===== src/hw/rtl/u2j_pkg.sv =====
// ----------------------------------------------------------------------------
// u2j_pkg
// Shared types, character codes and helper functions of the escaper.
// ----------------------------------------------------------------------------
`timescale 1ns / 1ps
`default_nettype none

package u2j_pkg;

	localparam int MAX_RES = 14;
	localparam int CNT_W   = 4;

	// ASCII codes written into the result stream
	localparam logic [6:0] CH_NUL    = 7'h00;
	localparam logic [6:0] CH_QUOTE  = 7'h22;
	localparam logic [6:0] CH_BSLASH = 7'h5C;
	localparam logic [6:0] CH_U      = 7'h75;

	// Code point limits and surrogate bases
	localparam logic [20:0] BMP_MAX   = 21'h00FFFF;
	localparam logic [20:0] CP_MAX    = 21'h10FFFF;
	localparam logic [20:0] SUPP_BASE = 21'h010000;
	localparam logic [15:0] SURR_HI   = 16'hD800;
	localparam logic [15:0] SURR_LO   = 16'hDC00;

	// One run of results produced by one request
	typedef struct packed {
		logic [MAX_RES-1:0][6:0] chars;
		logic [CNT_W-1:0]        count;
		logic                    done;
		logic                    bad;
	} run_t;

	// Lowercase hex digit
	function automatic logic [6:0] hex_char(input logic [3:0] d);
		logic [6:0] c;
		if (d < 4'd10) begin
			c = 7'h30 + {3'd0, d};
		end else begin
			c = 7'h57 + {3'd0, d};
		end
		return c;
	endfunction

	// Six-character \uxxxx sequence, first character at index 0
	function automatic logic [5:0][6:0] esc_u(input logic [15:0] v);
		logic [5:0][6:0] s;
		s[0] = CH_BSLASH;
		s[1] = CH_U;
		s[2] = hex_char(v[15:12]);
		s[3] = hex_char(v[11:8]);
		s[4] = hex_char(v[7:4]);
		s[5] = hex_char(v[3:0]);
		return s;
	endfunction

	// Second character of a two-character escape, or zero when there is none
	function automatic logic [6:0] short_esc(input logic [6:0] c);
		logic [6:0] e;
		case (c)
			7'h22:   e = 7'h22;
			7'h5C:   e = 7'h5C;
			7'h08:   e = 7'h62;
			7'h0C:   e = 7'h66;
			7'h0A:   e = 7'h6E;
			7'h0D:   e = 7'h72;
			7'h09:   e = 7'h74;
			default: e = CH_NUL;
		endcase
		return e;
	endfunction

endpackage

`default_nettype wire


===== src/hw/rtl/utf8_to_json_escaped_ascii_top.sv =====
// A request is first held in the input stage and is loaded into the result register
// once that register is free; its first character is then offered from there.
// Throughput: one request per cycle while each yields at most one character and the output is not stalled.
// A request yielding n characters (n up to 14) holds the result register until all are taken.
// Requests yielding nothing (bubbles, dropped bytes) are taken one per cycle, even while the result register is busy.
// Reset (arst_n low, asynchronous) empties both stages and arms the opening quote.
// ----------------------------------------------------------------------------
// utf8_to_json_escaped_ascii_top
// Streams UTF-8 string bytes in and the quoted, ASCII-only JSON form out.
// ----------------------------------------------------------------------------
`timescale 1ns / 1ps
`default_nettype none

module utf8_to_json_escaped_ascii_top (
	input  wire logic       clk,
	input  wire logic       arst_n,
	input  wire logic       s_tvalid,
	output logic            s_tready,
	input  wire logic [7:0] s_tdata,   // [7:0] data_byte
	input  wire logic       s_tlast,   // string_end
	input  wire logic [0:0] s_tuser,   // [0] has_byte
	output logic            m_tvalid,
	input  wire logic       m_tready,
	output logic [7:0]      m_tdata,   // [6:0] out_char, [7] zero
	output logic            m_tlast,   // run_last
	output logic [1:0]      m_tuser    // [0] string_done, [1] bad_input
);

	logic          valid_s1;
	logic          hb_s1;
	logic [7:0]    byte_s1;
	logic          se_s1;
	logic          fire;
	logic          can_load;
	u2j_pkg::run_t run;

	// Move the request on when it has no result or the result register frees up
	assign fire     = valid_s1 && (run.count == 4'd0 || can_load);
	assign s_tready = !valid_s1 || fire;

	// Hold the input request flag
	always_ff @(posedge clk or negedge arst_n) begin
		if (!arst_n) begin
			valid_s1 <= 1'b0;
		end else if (s_tready) begin
			valid_s1 <= s_tvalid;
		end
	end

	// Capture the input request payload
	always_ff @(posedge clk) begin
		if (s_tready && s_tvalid) begin
			hb_s1   <= s_tuser[0];
			byte_s1 <= s_tdata;
			se_s1   <= s_tlast;
		end
	end

	u2j_decode u_decode (
		.clk        (clk),
		.arst_n     (arst_n),
		.fire       (fire),
		.has_byte   (hb_s1),
		.data_byte  (byte_s1),
		.string_end (se_s1),
		.run        (run)
	);

	u2j_emit u_emit (
		.clk      (clk),
		.arst_n   (arst_n),
		.load     (fire && run.count != 4'd0),
		.run      (run),
		.can_load (can_load),
		.m_tvalid (m_tvalid),
		.m_tready (m_tready),
		.m_tdata  (m_tdata),
		.m_tlast  (m_tlast),
		.m_tuser  (m_tuser)
	);

endmodule

`default_nettype wire


===== src/hw/rtl/u2j_decode.sv =====
// ----------------------------------------------------------------------------
// u2j_decode
// UTF-8 decoder state and escape builder: turns one request into a run of
// up to fourteen ASCII characters and advances the string state.
// ----------------------------------------------------------------------------
`timescale 1ns / 1ps
`default_nettype none

module u2j_decode (
	input  wire logic        clk,
	input  wire logic        arst_n,
	input  wire logic        fire,
	input  wire logic        has_byte,
	input  wire logic [7:0]  data_byte,
	input  wire logic        string_end,
	output u2j_pkg::run_t    run
);

	logic        open_q;
	logic [1:0]  pend_q;
	logic [20:0] part_q;
	logic        disc_q;

	logic        open_n;
	logic [1:0]  pend_n;
	logic [20:0] part_n;
	logic        disc_n;

	logic [20:0]     cp_full;
	logic [20:0]     cp_off;
	logic [15:0]     hi_unit;
	logic [15:0]     lo_unit;
	logic [6:0]      esc;
	logic [5:0][6:0] seq_a;
	logic [5:0][6:0] seq_b;
	logic [3:0]      pos;
	logic            fail;

	// Code point candidates for a completing continuation byte
	assign cp_full = {part_q[14:0], data_byte[5:0]};
	assign cp_off  = cp_full - u2j_pkg::SUPP_BASE;
	assign hi_unit = u2j_pkg::SURR_HI + {6'd0, cp_off[19:10]};
	assign lo_unit = u2j_pkg::SURR_LO + {6'd0, cp_off[9:0]};
	assign esc     = u2j_pkg::short_esc(data_byte[6:0]);

	// Build the result run and the next string state
	always_comb begin
		run    = '0;
		pos    = '0;
		fail   = 1'b0;
		open_n = open_q;
		pend_n = pend_q;
		part_n = part_q;
		disc_n = disc_q;
		seq_a  = u2j_pkg::esc_u(cp_full[15:0]);
		seq_b  = u2j_pkg::esc_u(lo_unit);
		if (!disc_q) begin
			if (open_q) begin
				run.chars[pos] = u2j_pkg::CH_QUOTE;
				pos            = pos + 4'd1;
				open_n         = 1'b0;
			end
			if (has_byte) begin
				if (pend_q == 2'd0) begin
					if (!data_byte[7]) begin
						if (esc != u2j_pkg::CH_NUL) begin
							run.chars[pos] = u2j_pkg::CH_BSLASH;
							pos            = pos + 4'd1;
							run.chars[pos] = esc;
							pos            = pos + 4'd1;
						end else if (data_byte < 8'h20) begin
							seq_a = u2j_pkg::esc_u({8'h00, data_byte});
							for (int j = 0; j < 6; j++) begin
								run.chars[pos] = seq_a[j];
								pos            = pos + 4'd1;
							end
						end else begin
							run.chars[pos] = data_byte[6:0];
							pos            = pos + 4'd1;
						end
					end else if (data_byte[7:5] == 3'b110) begin
						pend_n = 2'd1;
						part_n = {16'd0, data_byte[4:0]};
					end else if (data_byte[7:4] == 4'b1110) begin
						pend_n = 2'd2;
						part_n = {17'd0, data_byte[3:0]};
					end else if (data_byte[7:3] == 5'b11110) begin
						pend_n = 2'd3;
						part_n = {18'd0, data_byte[2:0]};
					end else begin
						fail = 1'b1;
					end
				end else if (data_byte[7:6] != 2'b10) begin
					fail = 1'b1;
				end else begin
					pend_n = pend_q - 2'd1;
					part_n = cp_full;
					if (pend_n == 2'd0) begin
						part_n = '0;
						if (cp_full <= u2j_pkg::BMP_MAX) begin
							for (int j = 0; j < 6; j++) begin
								run.chars[pos] = seq_a[j];
								pos            = pos + 4'd1;
							end
						end else if (cp_full > u2j_pkg::CP_MAX) begin
							fail = 1'b1;
						end else begin
							seq_a = u2j_pkg::esc_u(hi_unit);
							for (int j = 0; j < 6; j++) begin
								run.chars[pos] = seq_a[j];
								pos            = pos + 4'd1;
							end
							for (int j = 0; j < 6; j++) begin
								run.chars[pos] = seq_b[j];
								pos            = pos + 4'd1;
							end
						end
					end
				end
			end
			// Truncated sequence at end of string
			if (!fail && string_end && pend_n != 2'd0) begin
				fail = 1'b1;
			end
			if (fail) begin
				run.chars[pos] = u2j_pkg::CH_NUL;
				pos            = pos + 4'd1;
				run.done       = 1'b1;
				run.bad        = 1'b1;
				disc_n         = 1'b1;
				pend_n         = 2'd0;
				part_n         = '0;
			end else if (string_end) begin
				run.chars[pos] = u2j_pkg::CH_QUOTE;
				pos            = pos + 4'd1;
				run.done       = 1'b1;
			end
		end
		// End of string rearms the next string
		if (string_end) begin
			open_n = 1'b1;
			pend_n = 2'd0;
			part_n = '0;
			disc_n = 1'b0;
		end
		run.count = pos;
	end

	// Advance string state when the request leaves the input stage
	always_ff @(posedge clk or negedge arst_n) begin
		if (!arst_n) begin
			open_q <= 1'b1;
			pend_q <= 2'd0;
			part_q <= '0;
			disc_q <= 1'b0;
		end else if (fire) begin
			open_q <= open_n;
			pend_q <= pend_n;
			part_q <= part_n;
			disc_q <= disc_n;
		end
	end

endmodule

`default_nettype wire


===== src/hw/rtl/u2j_emit.sv =====
// ----------------------------------------------------------------------------
// u2j_emit
// Result register: holds one run and hands out its characters one per beat.
// ----------------------------------------------------------------------------
`timescale 1ns / 1ps
`default_nettype none

module u2j_emit (
	input  wire logic          clk,
	input  wire logic          arst_n,
	input  wire logic          load,
	input  u2j_pkg::run_t      run,
	output logic               can_load,
	output logic               m_tvalid,
	input  wire logic          m_tready,
	output logic [7:0]         m_tdata,  // [6:0] out_char, [7] zero
	output logic               m_tlast,  // run_last
	output logic [1:0]         m_tuser   // [0] string_done, [1] bad_input
);

	logic          valid_s2;
	u2j_pkg::run_t run_s2;
	logic [3:0]    idx_q;
	logic          at_last;
	logic          beat;

	assign at_last  = (idx_q == run_s2.count - 4'd1);
	assign beat     = valid_s2 && m_tready;
	assign can_load = !valid_s2 || (beat && at_last);

	// Drive the current character
	assign m_tvalid = valid_s2;
	assign m_tdata  = {1'b0, run_s2.chars[idx_q]};
	assign m_tlast  = at_last;
	assign m_tuser  = {at_last && run_s2.bad, at_last && run_s2.done};

	// Hold the run flag and the character index
	always_ff @(posedge clk or negedge arst_n) begin
		if (!arst_n) begin
			valid_s2 <= 1'b0;
			idx_q    <= '0;
		end else if (load) begin
			valid_s2 <= 1'b1;
			idx_q    <= '0;
		end else if (beat) begin
			if (at_last) begin
				valid_s2 <= 1'b0;
			end else begin
				idx_q <= idx_q + 4'd1;
			end
		end
	end

	// Capture the run payload
	always_ff @(posedge clk) begin
		if (load) begin
			run_s2 <= run;
		end
	end

endmodule

`default_nettype wire


===== config.mk =====
export PLATFORM = sky130hd
export DESIGN_NAME = utf8_to_json_escaped_ascii_top
export DESIGN_NICKNAME = d
export VERILOG_FILES = /design/src/hw/rtl/u2j_pkg.sv /design/src/hw/rtl/utf8_to_json_escaped_ascii_top.sv /design/src/hw/rtl/u2j_decode.sv /design/src/hw/rtl/u2j_emit.sv
export SDC_FILE = /design/constraint.sdc
export NUM_CORES = 1
export LEC_CHECK = 0
export ABC_AREA = 1
export ABC_CLOCK_PERIOD_IN_PS = 5100
export BUFFER_PORTS_ARGS = -buffer_cell sky130_fd_sc_hd__buf_2
export CORE_ASPECT_RATIO = 1.5
export CORE_UTILIZATION = 58
export DETAILED_ROUTE_END_ITERATION = 10
export PLACE_DENSITY = 0.8
export SLEW_MARGIN = 10
export SYNTH_ARGS = -nofsm -noshare
export SYNTH_HDL_FRONTEND = slang
export SYNTH_SLANG_ARGS = --single-unit

===== constraint.sdc =====
create_clock -name clk -period 5.1 [get_ports clk]
set_input_delay 1.02 -clock clk [delete_from_list [all_inputs] [get_ports clk]]
set_output_delay 1.02 -clock clk [all_outputs]
set_load 0.005 [all_outputs]

* Word-level counts from Yosys, hierarchy flattened
Index checks and enable logic that the tools add are counted.
Widths: inputs -> output; s select.
** Storage, ports and cells
- Flip-flop bits (word level) :: 139
- Input port bits :: 14
- Output and inout bits :: 13
- Logic and storage cells :: 373
** Operators by class
- $add $sub $neg :: 45
- $lt $le $gt $ge :: 43
- Equal/unequal tests :: 17
- Muxes and demuxes :: 183
- Bitwise operators :: 17
- Reductions and logical operators :: 41
** Operators with widths (number)
- $bwmux 98 :: 18
- $mux 98 :: 12
- $mux 7 :: 74
- $demux 7 s4 :: 13
- $mux 15 :: 11
- $or 70x70->70 :: 2
- $and 98x98->98 :: 1
- $not 98->98 :: 1
- $add 6x4->7 const A :: 13
- $add 7x4->7 const A :: 13
- $not 42->42 :: 2
- $and 70x70->70 :: 1
- $lt 4x5->1 const B :: 14
- $not 70->70 :: 1
- $mux 4 :: 17
- $add 4x1->4 const B :: 14
- $and 28x28->28 :: 2
- $not 28->28 :: 2
- $or 4x56->56 :: 1
- $or 56x56->56 :: 1
- $ge 4x1->1 const B :: 13
- $lt 4x4->1 const B :: 13
- $pmux 7 s7 :: 1
- $and 3x42->42 :: 1
- 36 further kinds :: 105

* Logic depth before layout (Yosys ltp)
- Depth in word-level cells :: 31
- Mapped depth :: 24
- Mapped depth without buffers :: 22

* By module
From an unflattened synthesis, not the netlist that was laid out.
** Unflattened totals
- Cells, all modules :: 1275
- Area total of the unflattened synthesis :: 9614.2 um^2
** By module, submodules not included
- u2j_decode :: times used 1, cells each 877, area an instance 4712.0 um^2, seq. area each 476.7 um^2
- u2j_emit :: times used 1, cells each 375, area an instance 4520.6 um^2, seq. area each 3248.1 um^2
- utf8_to_json_escaped_ascii_top :: times used 1, cells each 23, area an instance 381.6 um^2, seq. area each 325.3 um^2

* Least setup slack after synthesis
OpenSTA, ideal clock, no wires.
- Path type :: register -> register
- From :: register byte_s1[4]
- To :: register u_emit.run_s2[0] in the netlist's numbering, enable pin
- Setup time :: 0.444 ns
- Data arrival time :: 4.125 ns
- Required time :: 4.656 ns
- Slack :: 0.531 ns
- Cell stages (with the launch flop) :: 20
- Path buffers :: 0
- Period minus slack after synthesis :: 4.569 ns
- Cells stage by stage :: edfxtp_1 > inv_1 > ha_1 > nand2_1 > inv_2 > nand2_2 > nand2_2 > nor2_4 > nand3_1 > nand2_1 > inv_2 > ha_1 > inv_1 > nand2_1 > nand3_1 > nand2_1 > inv_2 > nand3_4 > nand3_1 > inv_1
** On the way
- Cells in the longest elaborated chain, start to end :: 19
- Elaborated cells between the ends (all ways) :: 57
- Those cells by class :: add/sub (1); order compare (3); eq/ne (9); mux (34); reduce/logical (10)
** Ends and longest elaborated chain
- from (decl) :: RTL line utf8_to_json_escaped_ascii_top.sv:31 : logic [7:0] byte_s1;
- from (signal assigned) :: RTL line utf8_to_json_escaped_ascii_top.sv:54 : byte_s1 <= s_tdata;
- branches (longest 13 deep; another with $gt 21x21->1)
- $mux 4 (*) :: RTL line u2j_decode.sv:125 : if (fail) begin
- $mux 4 (*) :: RTL line u2j_decode.sv:57 : if (!disc_q) begin
- $logic_not 4->1 :: RTL line utf8_to_json_escaped_ascii_top.sv:38 : assign fire = valid_s1 && (run.count == 4'd0 || can_load);
- $logic_or 1x1->1 :: RTL line utf8_to_json_escaped_ascii_top.sv:38
- $logic_and 1x1->1 :: RTL line utf8_to_json_escaped_ascii_top.sv:38
- $logic_and 1x1->1 (*) :: RTL line utf8_to_json_escaped_ascii_top.sv:72 : .load (fire && run.count != 4'd0),
- via u_emit.load :: RTL line u2j_emit.sv:11 : input wire logic load,
- to (signal assigned) :: RTL line u2j_emit.sv:57 : run_s2 <= run;
- to (decl) :: RTL line u2j_emit.sv:22 : u2j_pkg::run_t run_s2;
Mark *: on every way through the listed nets, which the timed path passes. The select of a mux whose other input is x is not followed.
A chain may end at the register's enable or synchronous reset.

* Final worst setup path
- From :: register u_decode.pend_q[0]
- To :: output port s_tready
** On the way
- Cells in the longest elaborated chain, start to end :: 18
- Elaborated cells between the ends (all ways) :: 35
- Those cells by class :: add/sub (2); mux (23); reduce/logical (10)
** Ends and longest elaborated chain
- from (decl) :: RTL line u2j_decode.sv:20 : logic [1:0] pend_q;
- from (signal assigned) :: RTL line u2j_decode.sv:158 : pend_q <= pend_n;
- branches (longest 12 deep; another with $add 4x1->4)
- $mux 4 (*) :: RTL line u2j_decode.sv:125
- $mux 4 (*) :: RTL line u2j_decode.sv:57
- $logic_not 4->1 (*) :: RTL line utf8_to_json_escaped_ascii_top.sv:38
- $logic_or 1x1->1 (*) :: RTL line utf8_to_json_escaped_ascii_top.sv:38
- $logic_and 1x1->1 (*) :: RTL line utf8_to_json_escaped_ascii_top.sv:38
- $logic_or 1x1->1 (*) :: RTL line utf8_to_json_escaped_ascii_top.sv:39 : assign s_tready = !valid_s1 || fire;
- to (decl) :: RTL line utf8_to_json_escaped_ascii_top.sv:18 : output logic s_tready,
Mark *: on every way between the ends. The select of a mux whose other input is x is not followed.

==> impl_summary.log <==
INFO  metric tritoncts.num_buffers = 17
INFO  metric setup-violations-final = 0
INFO  metric syn_inst = 1,130
INFO  metric irDropWorstVdd = 0.4987 mV
INFO  metric die_width = 102.2 um
INFO  metric drc = 0
INFO  metric core_area = 14,660 sq um
INFO  metric synthArstFlopShare = 19.84%
INFO  metric max_cap_viols = 0
INFO  metric die_area = 15,570 sq um
INFO  metric post_cts.repair.setup_buffers = 0
INFO  metric cellInternalPower = 3.151 mW
INFO  metric final_layout_size_suffix_gt1_share = 10.80%
INFO  metric ys_seq_area_share = 41.88%
INFO  metric hpwl = 21,600 um
INFO  metric share_of_power_burned_in_the_clock_network = 22.2%
INFO  metric crit_fanout = 13
INFO  metric ratio_of_routed_vias_to_standard_cells = 6.179
INFO  metric synthFlopType = sky130_fd_sc_hd__edfxtp_1
INFO  metric total_switching_power = 2.844 mW
INFO  metric worst_clock_skew = 0.01430 ns
INFO  metric critPathLaunch = u_decode.pend_q[0]
INFO  metric ant_nets = 0
INFO  metric num-fill-cells = 1,309
INFO  metric cts.hold.buffers_added = 0
INFO  metric insertedDiodeCount = 0
INFO  metric finish.net_count = 1,184
INFO  metric period_needed = 4.578 ns
INFO  metric worstSetupStartpointType = register
INFO  metric cts_resized = 0
INFO  metric cts_root_buf = sky130_fd_sc_hd__clkbuf_16
INFO  metric max-clock-path-buffers = 2
INFO  metric layout_worst_path_cycle_share = 89.76%
INFO  metric min-delay-start = u_decode.open_q
INFO  metric cell_area_after_technology_mapping = 8740 sq um
INFO  metric postSynthAreaPerCell = 7.734 sq um
INFO  metric grt_start_max_net_pins = 53
INFO  metric cp_data_arrival_time = 3.56 ns
INFO  metric timing.critical_path.cells = inv_1 -> ha_1 -> nor2_1 -> inv_1 -> nor2_2 -> inv_2 -> nor2_2 -> nand2_1 -> nand2_2 -> ha_1 -> inv_1 -> nand2_1 -> nand3_1 -> nand2_1 -> inv_2 -> nand3_4 -> nand3_1 -> buf_2
INFO  metric wirelength = 28,700 um
INFO  metric count_of_pins_on_the_block_boundary = 27
INFO  metric clkSlewWorstSetupHoldPaths = 0.06 ns
INFO  metric tritoncts = done
INFO  metric p_leak = 4.076 nW
INFO  metric die_h = 152.3 um
INFO  metric grt_remaining_overflow = 0
INFO  metric start_util = 59.61%
INFO  metric finalHoldViolations = 0
INFO  metric antenna_violations_before_repair = 0
INFO  metric worstSkewPairLatency = 0.43 ns
INFO  metric totalPowerFinal = 5.995 mW
INFO  metric cp-end-kind = primary output
INFO  metric worstPathBufferInverterCount = 6
INFO  metric netSwitchingFraction = 47.44%
INFO  metric htreeDepth = 4
INFO  metric layout-area-overhead-vs-synth = 9.979%
INFO  metric routed-via-count = 8,304
INFO  metric result_of_the_run = complete, no violations
INFO  metric dominant_delay_contributor_by_cell_family_on_the_critical_path = simple AND/OR/NAND/NOR gates
INFO  metric synth-edff-count = 101
INFO  metric gp_routability_congestion = 1.014
INFO  metric crit_path_top_delay_cell = sky130_fd_sc_hd__dfrtp_1
INFO  metric wl_per_cell = 21.36 um
INFO  metric type_of_the_tightest_min_delay_check = register to register
INFO  metric tightestPinTransition = 0.8538 ns
INFO  metric detailedRoute.firstPassIterationCount = 7
INFO  metric sequential_share_of_power = 29.2%
INFO  metric synth-warning-count = 0
INFO  metric power.density_cell_area = 623.7 nW/um^2
INFO  metric synth_cell_types = 57
INFO  metric max_clock_freq = 218.4 MHz
INFO  metric timing.critical_path.slowest_cell_delay = 0.42 ns
INFO  metric slew_headroom = 42.87%
INFO  metric critical_path.reg2reg.startpoint = u_decode.pend_q[0]
INFO  metric finalMaxSlewViolations = 0
INFO  metric place.port_buffers = 25
INFO  metric path_class = register to primary output
INFO  metric worst-endpoint-required = 4.08 ns
INFO  metric synth.ff_latch_count = 126
INFO  metric grt_pass1_wl = 44,000 um
INFO  metric grt_setup_unrepaired = no
INFO  metric rows = 54
INFO  metric first_iter_violations = 1,033
INFO  metric power.combinational.fraction = 48.6%
INFO  metric grt_pass1_vias = 7,969
INFO  metric final.setup.tns = 0 ns
INFO  metric grt_use_total = 38.14%
INFO  metric clkSinkCount = 126
-- stage by stage --
stage | hold slack, ns | std cells | util, % | cell area, sq um | setup slack (ns)
CTS | 0.5030 | 1344 | 65.56 | 9612 | 0.5620
global placement | 0.4808 | 1312 | 61.25 | 8980 | 1.099
finish | 0.5027 | 1344 | 65.56 | 9612 | 0.5222
floorplan | 0.4642 | 1131 | - | 8743 | 0.5307
global route | 0.5516 | 1344 | 65.56 | 9612 | 0.2597
detailed placement | 0.4919 | 1312 | 61.25 | 8980 | 1.023
-- area by class of cell --
| class | count | area (sq um) | share of cell area (%) |
|---|---|---|---|
| multi-input cells | 814 | 4324 | 44.99 |
| flip-flops and latches | 126 | 3660 | 38.08 |
| inverters | 139 | 523.0 | 5.441 |
| clock buffers | 18 | 429.2 | 4.465 |
| well taps | 196 | 245.2 | 2.551 |
| repair buffers | 37 | 227.7 | 2.369 |
| clock inverters | 14 | 202.7 | 2.109 |
-- Yosys cell counts (12+ instances only) --
cell type | count | share of area, %
sky130_fd_sc_hd__nor3_1 | 17 | 0.97
sky130_fd_sc_hd__nand2_2 | 13 | 0.93
sky130_fd_sc_hd__inv_1 | 117 | 5.0
sky130_fd_sc_hd__dfrtp_1 | 24 | 6.9
sky130_fd_sc_hd__o22ai_1 | 17 | 1.2
sky130_fd_sc_hd__ha_1 | 35 | 5.0
sky130_fd_sc_hd__edfxtp_1 | 101 | 35
sky130_fd_sc_hd__nand3_1 | 49 | 2.8
sky130_fd_sc_hd__o21ai_0 | 96 | 5.5
sky130_fd_sc_hd__nand2_1 | 210 | 9.0
sky130_fd_sc_hd__a31oi_1 | 12 | 0.86
sky130_fd_sc_hd__nor2_1 | 157 | 6.7
sky130_fd_sc_hd__inv_2 | 18 | 0.77
sky130_fd_sc_hd__xor2_1 | 16 | 1.6
sky130_fd_sc_hd__a21oi_1 | 76 | 4.4
sky130_fd_sc_hd__nand4_1 | 27 | 1.9
sky130_fd_sc_hd__clkbuf_1 | 35 | 1.5
-- cells by family after synthesis --
kind of cell | synth area share (%)
AO/OA/AOI/OAI | 17.39
XOR/XNOR | 2.004
adder cells (fa/ha/maj) | 5.011
buffers and inverters | 8.690
flip-flops | 41.88
other | 0.04291
AND/OR/NAND/NOR | 24.98
-- flip-flops by register name, indices dropped and copies added (netlist names) --
| register | flops |
|---|---|
| u_emit.idx_q | 4 |
| hb_s1 | 1 |
| u_decode.disc_q | 1 |
| byte_s1 | 8 |
| valid_s1 | 1 |
| u_decode.open_q | 1 |
| se_s1 | 1 |
| u_emit.m_tvalid | 1 |
| u_decode.pend_q | 2 |
| u_decode.part_q | 15 |
| u_emit.run_s2 | 91 |
-- layout by cell type, fill, tap and decap left out, types with 5 or more instances in the layout --
| master | n |
|---|---|
| sky130_fd_sc_hd__inv_6 | 6 |
| sky130_fd_sc_hd__o211ai_1 | 9 |
| sky130_fd_sc_hd__a31oi_1 | 12 |
| sky130_fd_sc_hd__nand2_1 | 210 |
| sky130_fd_sc_hd__xor2_1 | 16 |
| sky130_fd_sc_hd__buf_4 | 11 |
| sky130_fd_sc_hd__nor2_1 | 157 |
| sky130_fd_sc_hd__nand3_2 | 5 |
| sky130_fd_sc_hd__buf_2 | 25 |
| sky130_fd_sc_hd__a21oi_1 | 76 |
| sky130_fd_sc_hd__a22oi_1 | 5 |
| sky130_fd_sc_hd__nand2_2 | 13 |
| sky130_fd_sc_hd__o221ai_1 | 9 |
| sky130_fd_sc_hd__ha_1 | 35 |
| sky130_fd_sc_hd__nand4_1 | 27 |
| sky130_fd_sc_hd__nor3_1 | 17 |
| sky130_fd_sc_hd__edfxtp_1 | 101 |
| sky130_fd_sc_hd__nand3_1 | 49 |
| sky130_fd_sc_hd__dfrtp_1 | 24 |
| sky130_fd_sc_hd__o22ai_1 | 17 |
| sky130_fd_sc_hd__clkbuf_16 | 17 |
| sky130_fd_sc_hd__inv_1 | 116 |
| sky130_fd_sc_hd__o21ai_0 | 96 |
| sky130_fd_sc_hd__inv_2 | 18 |
-- routing by layer --
| metal | up-vias | wire length (um) | track usage (%) |
|---|---|---|---|
| met4 | 0 | 1531 | 19.32 |
| met5 | - | 0 | 0 |
| met2 | 458 | 14130 | 63.95 |
| met1 | 3863 | 11060 | 46.74 |
| met3 | 112 | 1982 | 6.009 |
| li1 | 3871 | - | - |
-- path summary, 6_finish.rpt --
path | endpoint | slack [ns] | cells past startpoint
max | s_tready | 0.52 | 18
max in group asynchronous | u_emit.m_tvalid | 4.05 | 1
min | u_decode.open_q | 0.50 | 2
max reg2reg | u_emit.run_s2[26] | 0.99 | 19
min in group asynchronous | u_decode.part_q[7] | 0.61 | 1
min reg2reg | u_decode.open_q | 0.50 | 2
-- tightest hold or removal path: cells and delay by family (launching register included) --
family	cells	cell delay (ns)
DFF	1	0.39
and+or+nand+nor	2	0.12
-- power by group through the flow --
stage          Sequential [mW]  Clock, mW  Combinational, mW
2_1_floorplan             1.67          0               2.05
4_1_cts                   1.74       1.33               2.85
3_3_place_gp              1.75          0               2.83
3_5_place_dp              1.76          0               2.83
6_report                  1.75       1.33               2.91
5_1_grt                   1.78       1.36               3.21
Power figures use the tool's default switching activity.
